## src/rtl/x87rs_pkg.sv

```systemverilog
`default_nettype none

package x87rs_pkg;

  // Geometry of the register stack.
  localparam int unsigned STACK_DEPTH = 8;
  localparam int unsigned PTR_W       = 3;
  localparam int unsigned MANT_W      = 64;
  localparam int unsigned SEXP_W      = 16;
  localparam int unsigned ENTRY_W     = MANT_W + SEXP_W;
  localparam int unsigned STATUS_W    = 16;
  localparam int unsigned CC_W        = 4;

  // Placement of fields in the status word.
  localparam int unsigned C3_BIT_POS = 14;
  localparam int unsigned TOP_SHIFT  = 11;
  localparam int unsigned CC_LO_POS  = 8;

  // Beat widths on the two stream channels.
  localparam int unsigned S_TDATA_W = 104;
  localparam int unsigned M_TDATA_W = 96;
  localparam int unsigned OP_W      = 3;
  localparam int unsigned ERR_W     = 2;

  typedef enum logic [OP_W-1:0] {
    OP_PUSH   = 3'd0,
    OP_POP    = 3'd1,
    OP_READ   = 3'd2,
    OP_WRITE  = 3'd3,
    OP_SETCC  = 3'd4,
    OP_STATUS = 3'd5
  } op_t;

  typedef enum logic [ERR_W-1:0] {
    ERR_OK    = 2'd0,
    ERR_EMPTY = 2'd1,
    ERR_FULL  = 2'd2
  } err_t;

  typedef enum logic {
    ST_IDLE,
    ST_EXEC
  } state_t;

  // Request from the controller to the entry memory.
  typedef struct packed {
    logic               re;
    logic [PTR_W-1:0]   raddr;
    logic               we;
    logic [PTR_W-1:0]   waddr;
    logic [ENTRY_W-1:0] wdata;
  } mem_req_t;

  // Assemble the status word from the top pointer and condition code.
  function automatic logic [STATUS_W-1:0] make_status(input logic [PTR_W-1:0] top,
                                                      input logic [CC_W-1:0] cc);
    logic [STATUS_W-1:0] s;
    s = '0;
    s[C3_BIT_POS] = cc[3];
    s[TOP_SHIFT +: PTR_W] = top;
    s[CC_LO_POS +: 3] = cc[2:0];
    return s;
  endfunction

endpackage

`default_nettype wire

```

## src/rtl/x87rs_regfile.sv

```systemverilog
`default_nettype none

module x87rs_regfile (
  input  wire logic                       clk,
  input  wire x87rs_pkg::mem_req_t        req,
  output logic [x87rs_pkg::ENTRY_W-1:0]   rdata
);
  import x87rs_pkg::*;

  logic [ENTRY_W-1:0] mem [STACK_DEPTH];

  // Single write port.
  always_ff @(posedge clk) begin
    if (req.we) begin
      mem[req.waddr] <= req.wdata;
    end
  end

  // Registered read port; data holds until the next read.
  always_ff @(posedge clk) begin
    if (req.re) begin
      rdata <= mem[req.raddr];
    end
  end

endmodule

`default_nettype wire

```

## src/rtl/x87rs_ctrl.sv

```systemverilog
`default_nettype none

module x87rs_ctrl (
  input  wire logic                           clk,
  input  wire logic                           rst,
  input  wire logic                           s_tvalid,
  output logic                                s_tready,
  input  wire logic [x87rs_pkg::OP_W-1:0]     s_tuser,
  input  wire logic [x87rs_pkg::S_TDATA_W-1:0] s_tdata,
  output logic                                m_tvalid,
  input  wire logic                           m_tready,
  output logic [x87rs_pkg::ERR_W-1:0]         m_tuser,
  output logic [x87rs_pkg::M_TDATA_W-1:0]     m_tdata,
  output x87rs_pkg::mem_req_t                 mem_req,
  input  wire logic [x87rs_pkg::ENTRY_W-1:0]  mem_rdata
);
  import x87rs_pkg::*;

  state_t state, state_next;

  logic [STACK_DEPTH-1:0] valid;
  logic [PTR_W-1:0]       top;
  logic [CC_W-1:0]        cc;

  logic [OP_W-1:0]     op_q;
  logic [PTR_W-1:0]    slot_q;
  logic [ENTRY_W-1:0]  value_q;
  logic [STATUS_W-1:0] status_in_q;

  logic                in_fire;
  logic                out_free;
  logic                done;
  logic [PTR_W-1:0]    in_index;
  logic [PTR_W-1:0]    in_slot;
  logic                slot_valid;

  logic [PTR_W-1:0]    top_new;
  logic [CC_W-1:0]     cc_new;
  logic                set_valid;
  logic                clr_valid;
  logic                wr_entry;
  logic                give_value;
  err_t                err;

  assign in_index = s_tdata[PTR_W-1:0];
  assign in_fire  = s_tvalid && s_tready;
  assign out_free = !m_tvalid || m_tready;
  assign done     = (state == ST_EXEC) && out_free;

  // Entry addressed by the incoming beat, from the current top pointer.
  always_comb begin
    case (op_t'(s_tuser))
      OP_PUSH: in_slot = top - PTR_W'(1);
      OP_POP:  in_slot = top;
      default: in_slot = top + in_index;
    endcase
  end

  // Next-state logic.
  always_comb begin
    state_next = state;
    case (state)
      ST_IDLE: begin
        if (s_tvalid) begin
          state_next = ST_EXEC;
        end
      end
      ST_EXEC: begin
        if (out_free) begin
          state_next = ST_IDLE;
        end
      end
      default: state_next = ST_IDLE;
    endcase
  end

  // Handshake output of the state machine.
  always_comb begin
    case (state)
      ST_IDLE: s_tready = 1'b1;
      default: s_tready = 1'b0;
    endcase
  end

  always_ff @(posedge clk) begin
    if (rst) begin
      state <= ST_IDLE;
    end else begin
      state <= state_next;
    end
  end

  // Capture the beat; the memory read is issued in the same cycle.
  always_ff @(posedge clk) begin
    if (in_fire) begin
      op_q        <= s_tuser;
      slot_q      <= in_slot;
      value_q     <= {s_tdata[PTR_W+MANT_W +: SEXP_W], s_tdata[PTR_W +: MANT_W]};
      status_in_q <= s_tdata[PTR_W+MANT_W+SEXP_W +: STATUS_W];
    end
  end

  assign slot_valid = valid[slot_q];

  // Decode the operation against the valid bits and the pointer.
  always_comb begin
    top_new    = top;
    cc_new     = cc;
    set_valid  = 1'b0;
    clr_valid  = 1'b0;
    wr_entry   = 1'b0;
    give_value = 1'b0;
    err        = ERR_OK;
    case (op_q)
      OP_PUSH: begin
        if (slot_valid) begin
          err = ERR_FULL;
        end else begin
          top_new   = slot_q;
          set_valid = 1'b1;
          wr_entry  = 1'b1;
        end
      end
      OP_POP: begin
        if (!slot_valid) begin
          err = ERR_EMPTY;
        end else begin
          give_value = 1'b1;
          clr_valid  = 1'b1;
          top_new    = slot_q + PTR_W'(1);
        end
      end
      OP_READ: begin
        if (!slot_valid) begin
          err = ERR_EMPTY;
        end else begin
          give_value = 1'b1;
        end
      end
      OP_WRITE: begin
        if (!slot_valid) begin
          err = ERR_EMPTY;
        end else begin
          wr_entry = 1'b1;
        end
      end
      OP_SETCC: begin
        cc_new = {status_in_q[C3_BIT_POS], status_in_q[CC_LO_POS +: 3]};
      end
      default: begin
      end
    endcase
  end

  // Memory request: read on accept, write back when the operation retires.
  always_comb begin
    mem_req.re    = in_fire;
    mem_req.raddr = in_slot;
    mem_req.we    = done && wr_entry;
    mem_req.waddr = slot_q;
    mem_req.wdata = value_q;
  end

  // Architectural state commits when the result is loaded.
  always_ff @(posedge clk) begin
    if (rst) begin
      valid <= '0;
      top   <= '0;
      cc    <= '0;
    end else if (done) begin
      top <= top_new;
      cc  <= cc_new;
      if (set_valid) begin
        valid[slot_q] <= 1'b1;
      end
      if (clr_valid) begin
        valid[slot_q] <= 1'b0;
      end
    end
  end

  // Output register.
  always_ff @(posedge clk) begin
    if (rst) begin
      m_tvalid <= 1'b0;
    end else if (done) begin
      m_tvalid <= 1'b1;
    end else if (m_tready) begin
      m_tvalid <= 1'b0;
    end
  end

  always_ff @(posedge clk) begin
    if (done) begin
      m_tuser <= err;
      m_tdata <= {make_status(top_new, cc_new),
                  give_value ? mem_rdata : ENTRY_W'(0)};
    end
  end

endmodule

`default_nettype wire

```

## src/rtl/x87_register_stack_top.sv

```systemverilog
// x87 register stack: eight 80-bit entries addressed relative to a top pointer.
// Input channel s_*: one beat is one operation. s_tuser carries the op code
// (push, pop, read st(i), write st(i), set condition code, read status);
// s_tdata carries the index, the 80-bit value and a status word.
// Output channel m_*: exactly one result beat per operation, in order. It holds
// the value read or popped (zero otherwise), the status word after the
// operation, and in m_tuser an error code (empty entry or occupied push slot).
// The entries live in a synchronous memory read on accept and written back
// when the operation retires, so one operation is in flight at a time and a
// new beat is not taken until the previous result is loaded.
// s_tready is high whenever no operation is in flight, even while a result
// waits in the output register; a stalled receiver holds the operation in its
// execute state and thereby blocks further input.
// Reset (rst, synchronous) clears all valid bits, the top pointer and the
// condition code; entry data is not cleared and is read only once pushed.
`default_nettype none

module x87_register_stack_top (
  input  wire logic          clk,
  input  wire logic          rst,
  input  wire logic          s_tvalid,
  output logic               s_tready,
  // s_tuser: op[2:0]
  input  wire logic [2:0]    s_tuser,
  // s_tdata: index[2:0], value_mantissa[66:3], value_sign_exponent[82:67],
  //          status_in[98:83], zero pad[103:99]
  input  wire logic [103:0]  s_tdata,
  output logic               m_tvalid,
  input  wire logic          m_tready,
  // m_tuser: error[1:0]
  output logic [1:0]         m_tuser,
  // m_tdata: out_mantissa[63:0], out_sign_exponent[79:64], status_word[95:80]
  output logic [95:0]        m_tdata
);
  import x87rs_pkg::*;

  mem_req_t           mem_req;
  logic [ENTRY_W-1:0] mem_rdata;

  x87rs_ctrl u_ctrl (
    .clk       (clk),
    .rst       (rst),
    .s_tvalid  (s_tvalid),
    .s_tready  (s_tready),
    .s_tuser   (s_tuser),
    .s_tdata   (s_tdata),
    .m_tvalid  (m_tvalid),
    .m_tready  (m_tready),
    .m_tuser   (m_tuser),
    .m_tdata   (m_tdata),
    .mem_req   (mem_req),
    .mem_rdata (mem_rdata)
  );

  x87rs_regfile u_regfile (
    .clk   (clk),
    .req   (mem_req),
    .rdata (mem_rdata)
  );

endmodule

`default_nettype wire

```

## config.mk

```make
export PLATFORM = sky130hd
export DESIGN_NAME = x87_register_stack_top
export DESIGN_NICKNAME = d
export VERILOG_FILES = /design/src/rtl/x87rs_pkg.sv /design/src/rtl/x87rs_regfile.sv /design/src/rtl/x87rs_ctrl.sv /design/src/rtl/x87_register_stack_top.sv
export SDC_FILE = /design/constraint.sdc
export NUM_CORES = 1
export LEC_CHECK = 0
export BUFFER_PORTS_ARGS = -buffer_cell sky130_fd_sc_hd__buf_2
export CAP_MARGIN = 30
export CORE_ASPECT_RATIO = 2
export CORE_MARGIN = 2
export CORE_UTILIZATION = 55
export CTS_BUF_LIST = sky130_fd_sc_hd__clkbuf_4 sky130_fd_sc_hd__clkbuf_8 sky130_fd_sc_hd__clkbuf_16
export CTS_CLUSTER_DIAMETER = 120
export DETAILED_ROUTE_END_ITERATION = 12
export GPL_TIMING_DRIVEN = 0
export PLACE_DENSITY = 0.87
export SLEW_MARGIN = 5
export SYNTH_ARGS = -nofsm -noshare
export SYNTH_HDL_FRONTEND = slang
export SYNTH_SLANG_ARGS = --single-unit
```

## constraint.sdc

```tcl
create_clock -name clk -period 9.4 [get_ports clk]
set_clock_uncertainty 0.15 [all_clocks]
set_input_delay 1.88 -clock clk [delete_from_list [all_inputs] [get_ports clk]]
set_output_delay 1.88 -clock clk [all_outputs]
set_load 0.005 [all_outputs]
```

==> results.md <==
* Port buffer count at 183
* CP bufs+invs at 4
* FMAX at around 210 MHz
* Count of hold buffers inserted by post-cts repair at 0
* Slew headroom at 43.5%
* Core Rows at between 100 and 150
* Worst Slack Setup Final at 4.58 ns
* Top FF cell, synth: edfxtp_1
* Psw at around 0.0021 W
* Global-route wire length before repair at about 110000 um
* Peak VDD IR at ~0.00013 V
* Total CTS buffers at between 70 and 80
* Setup violations, final at 0
* Synth Area in Simple Gates at 2.44%
* Die Area at ~67000 um2
* Top cell type's share of synthesized area at roughly three quarters
* Vias in the first global route at ~19000
* Max Buffers Root-to-Sink at 3
* CP top delay family: XOR/XNOR gates
* Post-CTS resize count at 0
* Via density at 5.76
* DRC at 0
* Compound-Gate Fraction of Synth Area at around 1.1%
* Tcrit/Tclk final at ~51%
* Clock Tree Root: clkbuf_16
* Initial Util at 55.3%
* Postcts setup bufs at 0
* 1st-iter DRT viols at 1633
* Routed vias at around 18000
* Cell internal pwr at between 0.007 and 0.008 W
* Synth unique cells at 64
* Post-route cell area at around 40000 um2
* Worst setup SP type: input port
* Outcome: finished, final reports clean
* Drt first pass iters at 6
* Synthesized area per cell at around 20 um2
* CTS tree: yes
* Crit path required time at 9.63 ns
* Clock Sink Count at between 900 and 1000
* Synth Area in Adders at 0.161%
* Core box area at 64600 um2
* Clk_lat worst skew at between 0.6 and 0.7 ns
* Flop pwr share at between 50% and 60%
* CP arrival at around 5.1 ns
* Reg clk slew, reported paths at about 0.070 ns
* Final cell count without fillers at between 3000 and 4000
* Ports at roughly 210
* Crit-path cells: buf_2 -> nor3_1 -> or2_2 -> ha_1 -> inv_1 -> fa_1 -> xor2_1 -> xnor2_1 -> o21ai_2 -> xor2_4 -> buf_16 -> buf_12 -> mux2_4
* YS warnings at 0
* Seq/Total Area, Yosys at 76.5%
* Aggregate global routing overflow at 0
* CTS HTree Levels at 3
* Top post-synthesis cells by count: 899 x edfxtp_1, 483 x mux2i_1, 81 x and2_1, 80 x mux2_4, 34 x buf_6
* Post-synthesis mux area share at between 15 and 20%
* Routed WL at 76500 um
* Min Tclk post-route at roughly 4.8 ns
* RSZ-0062 raised after global routing: no
* Slew @ Worst Pin at approximately 0.85 ns
* EDFF count, synth at between 800 and 900
* Util after Layout at a little under two thirds
* WL/cell at 24.9 um
* GRT Util Overall at between 20% and 30%
* Leakage power at approximately 15 nW
* Worst path max stage delay at 0.49 ns
* Area growth from synthesis to layout at 15.4%
* Final antenna-violating net count at 0
* Sw Ratio at between 20% and 30%
* Mapped Cells at 1801
* GP Congestion at 0.835
* Dpl ws at roughly 4 ns
* Die height at approximately 360 um
* Gate power share at between 10% and 20%
* Max stage delay cell, worst path: xor2_4
* Power Density at about 220 nW/um2
* Diode count at 0
* Synth Register Bits at 916
* Initial antenna violation count at 1
* Slew Limit Fails at 0
* Floorplan die width at around 180 um
* Placed standard-cell area at roughly 39000 um2
* Post-synth ARST share at 0%
* Ranking of synthesized cells by area: edfxtp_1 76%, mux2i_1 14%, mux2_4 3.4%, and2_1 1.4%, buf_6 1.1%
* Largest net degree at the start of global routing at between 50 and 60
* Max_cap viols at 0
* Min-Delay Path Class: flip-flop to flip-flop
* Area leader, netlist: edfxtp_1
* Critical-path maximum fanout at 10
* Xor-xnor portion of the synthesized cell area at less than 1%
* Hold Vio Cnt, Final at 0
* Crit path kind: input port to flip-flop
* Crit. End Element: flip-flop
* HPWL Detailed at between 40000 and 50000 um
* Largest family of logic cells by synthesized area: multiplexers
* Total Nets Final at between 2000 and 2500
* Count leader, synth: edfxtp_1
* Share of cells above drive strength 1 at around 26%
* Clock power share at between 30% and 40%
* Cell count after placement at 2938
* Synth Cell Area at 35700 um2
worst min-delay path, cell delays in order, from the launching register on:
cell	delay, ns
dfxtp_1	0.31
nand2_1	0.05
a21oi_1	0.05
power groups by stage:
stage | logic, W | registers, W | clock network, W
finish | 0.00128 | 0.00475 | 0.00321
global route | 0.00134 | 0.00476 | 0.00339
CTS | 0.00129 | 0.00475 | 0.00325
detailed placement | 0.00127 | 0.00484 | 0
global placement | 0.00121 | 0.00485 | 0
floorplan | 0.000923 | 0.00482 | 0
per-stage QoR:
step	power [W]	TNS, ns	hold WS, ns
after floorplan	0.00575	0	0.284
after global placement	0.00606	-2824.70	0.290
after detailed placement	0.00611	0	0.306
after CTS	0.00929	0	0.316
after global routing	0.00950	0	0.339
final	0.00924	0	0.315
final timing paths:
check                             startpoint                             end  slack, ns  cells past startpoint
setup / recovery                  s_tuser[0]   u_regfile.rdata[40]$_DFFE_PP_       4.58                     13
hold / removal     u_ctrl.cc[0]$_SDFFE_PP0P_       u_ctrl.cc[0]$_SDFFE_PP0P_       0.31                      2
setup reg to reg  u_ctrl.slot_q[1]$_DFFE_PP_  u_regfile.mem[2][32]$_DFFE_PP_       5.42                     11
hold reg to reg    u_ctrl.cc[0]$_SDFFE_PP0P_       u_ctrl.cc[0]$_SDFFE_PP0P_       0.31                      2
flip-flops by register name (all words and copies together) (netlist names):
name	flops
u_regfile.mem	640
u_ctrl.m_tdata	87
u_ctrl.value_q	80
u_regfile.rdata	80
u_ctrl.valid	8
u_ctrl.cc	4
u_ctrl.status_in_q	4
u_ctrl.op_q	3
u_ctrl.slot_q	3
u_ctrl.top	3
u_ctrl.m_tuser	2
u_ctrl.m_tvalid	1
u_ctrl.state	1
final cells by class:
cell class	count	area (um2)
clock inverter	44	474
clock buffer	92	2050
buffer	89	807
multi-input combinational	792	7610
timing repair buffer	258	1800
fill	4197	23400
tap	871	1090
sequential	916	27300
inverter	12	47.5
per-layer routing:
layer  up-vias  routed length, um  track usage, %
met5         -                 13               0
met4         2               2590            9.66
met3       179               5150            3.74
met2       835              40500            41.0
met1      9001              28300            27.3
li1       7699                  -               -
logic make-up (layout without fill, tap and decap cells):
logic type | Yosys count | count (layout)
flops | 916 | 916
mux | 572 | 572
simple gates | 150 | 150
buf+inv | 101 | 495
compound gates | 53 | 53
fa+ha+maj | 4 | 4
xor+xnor | 4 | 4
other cells | 1 | 9
cells in the final DEF, fill, tap and decap left out, types with 7 or more instances in the layout:
cell | Yosys | layout
a21oi_1 | 8 | 8
clkinv_1 | 1 | 12
clkbuf_16 | 0 | 77
a31oi_1 | 7 | 7
clkbuf_1 | 14 | 14
bufinv_16 | 0 | 8
dfxtp_1 | 17 | 17
mux2i_1 | 483 | 483
inv_1 | 11 | 10
buf_8 | 0 | 7
buf_2 | 13 | 196
mux2_4 | 80 | 80
conb_1 | 1 | 9
buf_6 | 34 | 57
buf_4 | 19 | 53
nand2_1 | 14 | 14
nor2_1 | 16 | 16
buf_12 | 8 | 13
clkbuf_4 | 0 | 13
edfxtp_1 | 899 | 899
clkinv_2 | 0 | 10
and2_1 | 81 | 81
No activity file was read; power rests on OpenSTA's default activity.
